===== src/rtl/psv_pkg.sv =====
`default_nettype none
package psv_pkg;

  localparam int unsigned MaxVertices = 64;
  localparam int unsigned CordicSteps = 16;
  localparam int unsigned PhaseBits   = 32;
  localparam int unsigned CntW        = 5;
  localparam int unsigned NW          = 7;
  localparam int unsigned CordW       = 34;

  localparam logic signed [CordW-1:0] CordicStart = 34'sd652032874;

  typedef enum logic {
    KIND_CIRCLE = 1'b0,
    KIND_STAR   = 1'b1
  } kind_e;

  typedef struct packed {
    logic            load;
    logic            div_start;
    logic            div_step;
    logic            cor_start;
    logic            cor_step;
    logic [CntW-1:0] k;
    logic            mul;
    logic            out_load;
    logic            next_vertex;
  } cmd_t;

  typedef struct packed {
    logic last;
  } status_t;

  // atan(2^-k) in turn units, 2^32 per turn
  function automatic logic signed [CordW-1:0] atan_turn(input logic [CntW-1:0] k);
    logic signed [CordW-1:0] v;
    unique case (k)
      5'd0:  v = 34'sd536870912;
      5'd1:  v = 34'sd316933406;
      5'd2:  v = 34'sd167458907;
      5'd3:  v = 34'sd85004756;
      5'd4:  v = 34'sd42667331;
      5'd5:  v = 34'sd21354465;
      5'd6:  v = 34'sd10680862;
      5'd7:  v = 34'sd5340245;
      5'd8:  v = 34'sd2670163;
      5'd9:  v = 34'sd1335087;
      5'd10: v = 34'sd667544;
      5'd11: v = 34'sd333772;
      5'd12: v = 34'sd166886;
      5'd13: v = 34'sd83443;
      5'd14: v = 34'sd41721;
      5'd15: v = 34'sd20860;
      5'd16: v = 34'sd10430;
      5'd17: v = 34'sd5215;
      5'd18: v = 34'sd2607;
      5'd19: v = 34'sd1303;
      5'd20: v = 34'sd651;
      5'd21: v = 34'sd325;
      5'd22: v = 34'sd162;
      5'd23: v = 34'sd81;
      default: v = '0;
    endcase
    return v;
  endfunction

endpackage
`default_nettype wire


===== src/rtl/psv_ctrl.sv =====
`default_nettype none
module psv_ctrl (
  input  wire logic             clk_i,
  input  wire logic             rst_ni,
  input  wire logic             in_valid_i,
  output logic                  in_ready_o,
  output logic                  out_valid_o,
  input  wire logic             out_ready_i,
  input  wire psv_pkg::status_t status_i,
  output psv_pkg::cmd_t         cmd_o
);

  typedef enum logic [2:0] {
    S_IDLE, S_PREP, S_DIV, S_CSTART, S_CORD, S_MUL, S_PLACE, S_OUT
  } state_e;

  state_e                     state_q;
  logic [psv_pkg::CntW-1:0]   cnt_q;
  logic                       out_valid_q;

  assign in_ready_o  = (state_q == S_IDLE);
  assign out_valid_o = out_valid_q;

  always_comb begin
    cmd_o             = '0;
    cmd_o.k           = cnt_q;
    cmd_o.load        = (state_q == S_IDLE) && in_valid_i;
    cmd_o.div_start   = (state_q == S_PREP);
    cmd_o.div_step    = (state_q == S_DIV);
    cmd_o.cor_start   = (state_q == S_CSTART);
    cmd_o.cor_step    = (state_q == S_CORD);
    cmd_o.mul         = (state_q == S_MUL);
    cmd_o.out_load    = (state_q == S_PLACE);
    cmd_o.next_vertex = (state_q == S_OUT) && out_ready_i && !status_i.last;
  end

  always_ff @(posedge clk_i or negedge rst_ni) begin
    if (!rst_ni) begin
      state_q     <= S_IDLE;
      cnt_q       <= '0;
      out_valid_q <= 1'b0;
    end else begin
      unique case (state_q)
        S_IDLE: if (in_valid_i) state_q <= S_PREP;
        S_PREP: begin
          cnt_q   <= '0;
          state_q <= S_DIV;
        end
        S_DIV: begin
          cnt_q <= cnt_q + 1'b1;
          if (cnt_q == psv_pkg::CntW'(psv_pkg::PhaseBits - 1)) state_q <= S_CSTART;
        end
        S_CSTART: begin
          cnt_q   <= '0;
          state_q <= S_CORD;
        end
        S_CORD: begin
          cnt_q <= cnt_q + 1'b1;
          if (cnt_q == psv_pkg::CntW'(psv_pkg::CordicSteps - 1)) state_q <= S_MUL;
        end
        S_MUL: state_q <= S_PLACE;
        S_PLACE: begin
          out_valid_q <= 1'b1;
          state_q     <= S_OUT;
        end
        S_OUT: begin
          if (out_ready_i) begin
            out_valid_q <= 1'b0;
            state_q     <= status_i.last ? S_IDLE : S_PREP;
          end
        end
        default: state_q <= S_IDLE;
      endcase
    end
  end

endmodule
`default_nettype wire


===== config.mk =====
export PLATFORM = sky130hd
export DESIGN_NAME = psv_ctrl
export DESIGN_NICKNAME = d
export VERILOG_FILES = /design/src/rtl/psv_pkg.sv /design/src/rtl/psv_ctrl.sv
export SDC_FILE = /design/constraint.sdc
export NUM_CORES = 1
export LEC_CHECK = 0
export ABC_AREA = 0
export BUFFER_PORTS_ARGS = -buffer_cell sky130_fd_sc_hd__buf_2
export CAP_MARGIN = 20
export CORE_MARGIN = 5
export CORE_UTILIZATION = 25
export CTS_CLUSTER_DIAMETER = 40
export DETAILED_ROUTE_END_ITERATION = 10
export PLACE_DENSITY = 0.45
export SLEW_MARGIN = 20
export SYNTH_ARGS = -nofsm -noshare
export SYNTH_HDL_FRONTEND = slang
export SYNTH_SLANG_ARGS = --single-unit

===== constraint.sdc =====
create_clock -name clk_i -period 1.4 [get_ports clk_i]
set_input_delay 0.28 -clock clk_i [delete_from_list [all_inputs] [get_ports clk_i]]
set_output_delay 0.28 -clock clk_i [all_outputs]
set_load 0.01 [all_outputs]

==> reports/results.tsv <==
stage	metric	value	unit
power_and_ir_drop	Clock Power Share	7.6	%
timing	final hold vios	0	
timing	Fmax achieved	0.620	GHz
critical_path	critical path type	reg2out	
power_and_ir_drop	Power Dens Cells	2400	nW/um^2
placed_design	Post-DP Area	920	um^2
logic_synthesis	FF+latch count, synth	9	
final_layout	diodes inserted	0	
power_and_ir_drop	Gate power share	72.5	%
floorplanning	Horiz. Die Dim	61.3	um
floorplanning	I/O pins	20	
floorplanning	Die ar.	3760	um^2
detailed_routing	Starting DRT DRC Count	8	
critical_path	critical path startpoint category	flip-flop	
run	max-cap viol count	0	
critical_path	Critical Path RT	1.12	ns
power_and_ir_drop	Pleak	0.000551	uW
logic_synthesis	post-synth top area cell	dfrtp_1	
critical_path	CP max stage delay	0.44	ns
timing	Final WS setup	-0.212	ns
timing	Fin Hold WS	0.325	ns
placed_design	post-place setup slack	-0.0557	ns
critical_path	Crit. Startpoint	state_q[0]	
floorplanning	# rows	18	
timing	max-slew violation count	0	
critical_path	reg-to-reg critical path endpoint	cnt_q[3]	
critical_path	RR Startpoint	state_q[0]	
detailed_routing	Routed wire per std cell	13.2	um
power_and_ir_drop	Switching Share	41.2	%
grt	first-pass GRT wire length	3200	um
clocking	CTS clk-pin slew, worst paths	0.08	ns
grt	total global-route track usage	11.7	%
timing	Worst Clk Skew	0.0138	ns
hold_path	HP Start	out_ready_i	
critical_path	slowest CP cell	dfrtp_2	
final_layout	Register Area	231	um^2
detailed_routing	vias per inst	4.83	
status	status	finished, violations left	
logic_synthesis	Ys Warns	0	
power_and_ir_drop	sw power	1190	uW
logic_synthesis	Syn Inst Count	78	
timing	final setup fails	11	
hold_path	Hold Path Stages	4	
timing	RSZ-0062 raised after global routing	yes	
logic_synthesis	synthesized cell area	658	um^2
critical_path	r2r setup slk	-0.10	ns
detailed_routing	DRT antenna net count	0	
logic_synthesis	Seq/Total Area, Yosys	34.2	%
critical_path	stages on the worst setup path	4	
final_layout	final instance area	1200	um^2
final_layout	Syn-to-layout area delta	82.5	%
detailed_routing	via count	744	
clocking	CTS tree	done	
grt	GRT overflow	0	
critical_path	Crit. End Element	primary output	
final_layout	most common cell after layout, fill and taps aside	buf_4	
hold_path	Hold WC Path Type	in2reg	
clocking	Num CTS Buffers	3	
clocking	Sink Count	9	
logic_synthesis	Syn Area/Cell	8.44	um^2
critical_path	delay-heaviest family, CP	simple AND/OR/NAND/NOR gates	
clocking	H-Tree Depth	1	
critical_path	crit path cell chain	or2_4 -> nor2_4 -> and2_4 -> buf_6	
final_layout	nets	133	
final_layout	Fillers	241	
grt	vias in the first global route	692	
timing	Tcrit/Tclk final	115	%
placed_design	GP Congestion	0.763	
status	failing checks	negative setup slack	
placed_design	HPWL Detailed	1480	um
logic_synthesis	library cells used by synthesis	35	
detailed_routing	DRC viols	0	
timing	Slew HR	84.2	%
floorplanning	initial core utilization	26.3	%
power_and_ir_drop	Pint	1700	uW
timing	crit path time final	1.61	ns
detailed_routing	final wirelength	2030	um
clocking	Skew-Pair Late Insertion Delay	0.28	ns
logic_synthesis	top-area cell type share of the netlist area	34.2	%
timing	Tightest Pin Transition	0.238	ns
critical_path	worst reg-to-reg path cell count	4	
grt	largest net degree at the start of global routing	11	
logic_synthesis	syn nets	86	
floorplanning	CORE AREA	2500	um^2
power_and_ir_drop	total power	2880	uW
placed_design	IO Port Bufs	19	
critical_path	largest fanout on the critical path	4	
grt	antenna violations before repair	0	
floorplanning	die height	61.3	um
power_and_ir_drop	IR drop worst, VDD	0.00126	V
clocking	root buffer cell	clkbuf_4	
critical_path	WP buf/inv	1	
critical_path	critical path arrival	1.33	ns
hold_path	WHS Endpoint	state_q[1]	
final_layout	most frequent cells in the layout	buf_4 (20), buf_2 (17), buf_6 (7)	
clocking	CTS Buffer Depth	2	
final_layout	share of cells above drive strength 1	62.1	%
final_layout	area of the multi-input gates	519	um^2
power_and_ir_drop	Flop pwr share	20.0	%
logic_synthesis	synth top area cells	dfrtp_1 (34%), and2_1 (5.7%), ha_1 (5.7%)	
detailed_routing	DRT Pass-1 Iters	4	
-- synth_stat cells, drive strengths merged --
cell type	instances
o22ai	1
a22oi	2
ha	3
nand3	3
inv	3
clkbuf	3
a221o	1
and3	2
or2	2
a21boi	1
dfrtp	9
mux2i	3
a211oi	1
nor2	8
o221ai	1
or4b	1
nor3	1
a31oi	1
o21a	2
a21o	1
o211ai	1
and2	6
o21ai	5
o31a	1
nor3b	1
nor2b	2
nor4b	1
buf	2
a21oi	2
nand2	5
xor2	1
o2111ai	1
nand3b	1
-- flip-flops by register name (all words and copies together), names as in the netlist --
| signal | flops |
|---|---|
| cnt_q | 5 |
| state_q | 3 |
| out_valid_o | 1 |
-- metal layers --
metal	up-vias	share of wire [%]	GRT usage, %
li1	374	-	-
met1	347	43	14.1
met2	19	49	18.7
met3	4	6.4	5.03
met4	0	1.9	3.72
met5	-	0	0
-- timing repair --
item                                    CTS  global route
setup buffers                             6             8
resized for setup                        13            23
gates cloned                              1             0
endpoints found under the setup margin   11            14
hold buffers                              1             0
endpoints found under the hold margin     9             0
pin swaps                                 6            12
-- kinds of logic (layout without fill, tap and decap cells) --
kind of cell	after synthesis	after routing	synth area share [%]
buf+inv	8	54	4.94
fa+ha+maj	3	3	5.70
compound gates	21	21	21.9
xor+xnor	1	1	1.33
mux	3	3	4.56
simple gates	33	33	27.4
flops	9	9	34.2
-- worst reg2reg max path: stages (launching register included) --
cell and delay (ns):
dfrtp_2 0.44, or2_4 0.28, buf_6 0.12, or4b_4 0.50, o2111ai_2 0.07
-- per-stage QoR --
stage          std cells  setup TNS (ns)  utilization (%)
6_report             154           -1.47             48.0
5_1_grt              154           -1.99             48.0
4_1_cts              148           -1.66             42.9
3_5_place_dp         136         -0.0696             36.8
3_3_place_gp         136         -0.0371             36.8
2_1_floorplan         78         -0.0894                -
-- how the worst max path moves through the flow --
stage                     end  slack [ns]
detailed placement   cnt_q[4]       -0.06
global placement     cnt_q[4]       -0.04
CTS                 cmd_o[10]       -0.20
finish              cmd_o[12]       -0.21
global route        cmd_o[12]       -0.26
floorplan            cnt_q[4]       -0.09
-- layout make-up --
type	instances	area share, %
repair buffers	47	30.9
multi-input cells	61	43.2
clock buffers	3	1.88
well taps	30	3.13
flip-flops and latches	9	19.3
inverters	3	1.15
clock inverters	1	0.417
-- power by group through the flow --
| stage | Sequential [uW] | Clock (uW) | Combinational, uW |
|---|---|---|---|
| 2_1_floorplan | 585 | 0 | 861 |
| 3_3_place_gp | 549 | 0 | 1530 |
| 3_5_place_dp | 555 | 0 | 1540 |
| 4_1_cts | 554 | 226 | 1870 |
| 5_1_grt | 599 | 234 | 2300 |
| 6_report | 576 | 218 | 2090 |
Power figures use the tool's default switching activity.
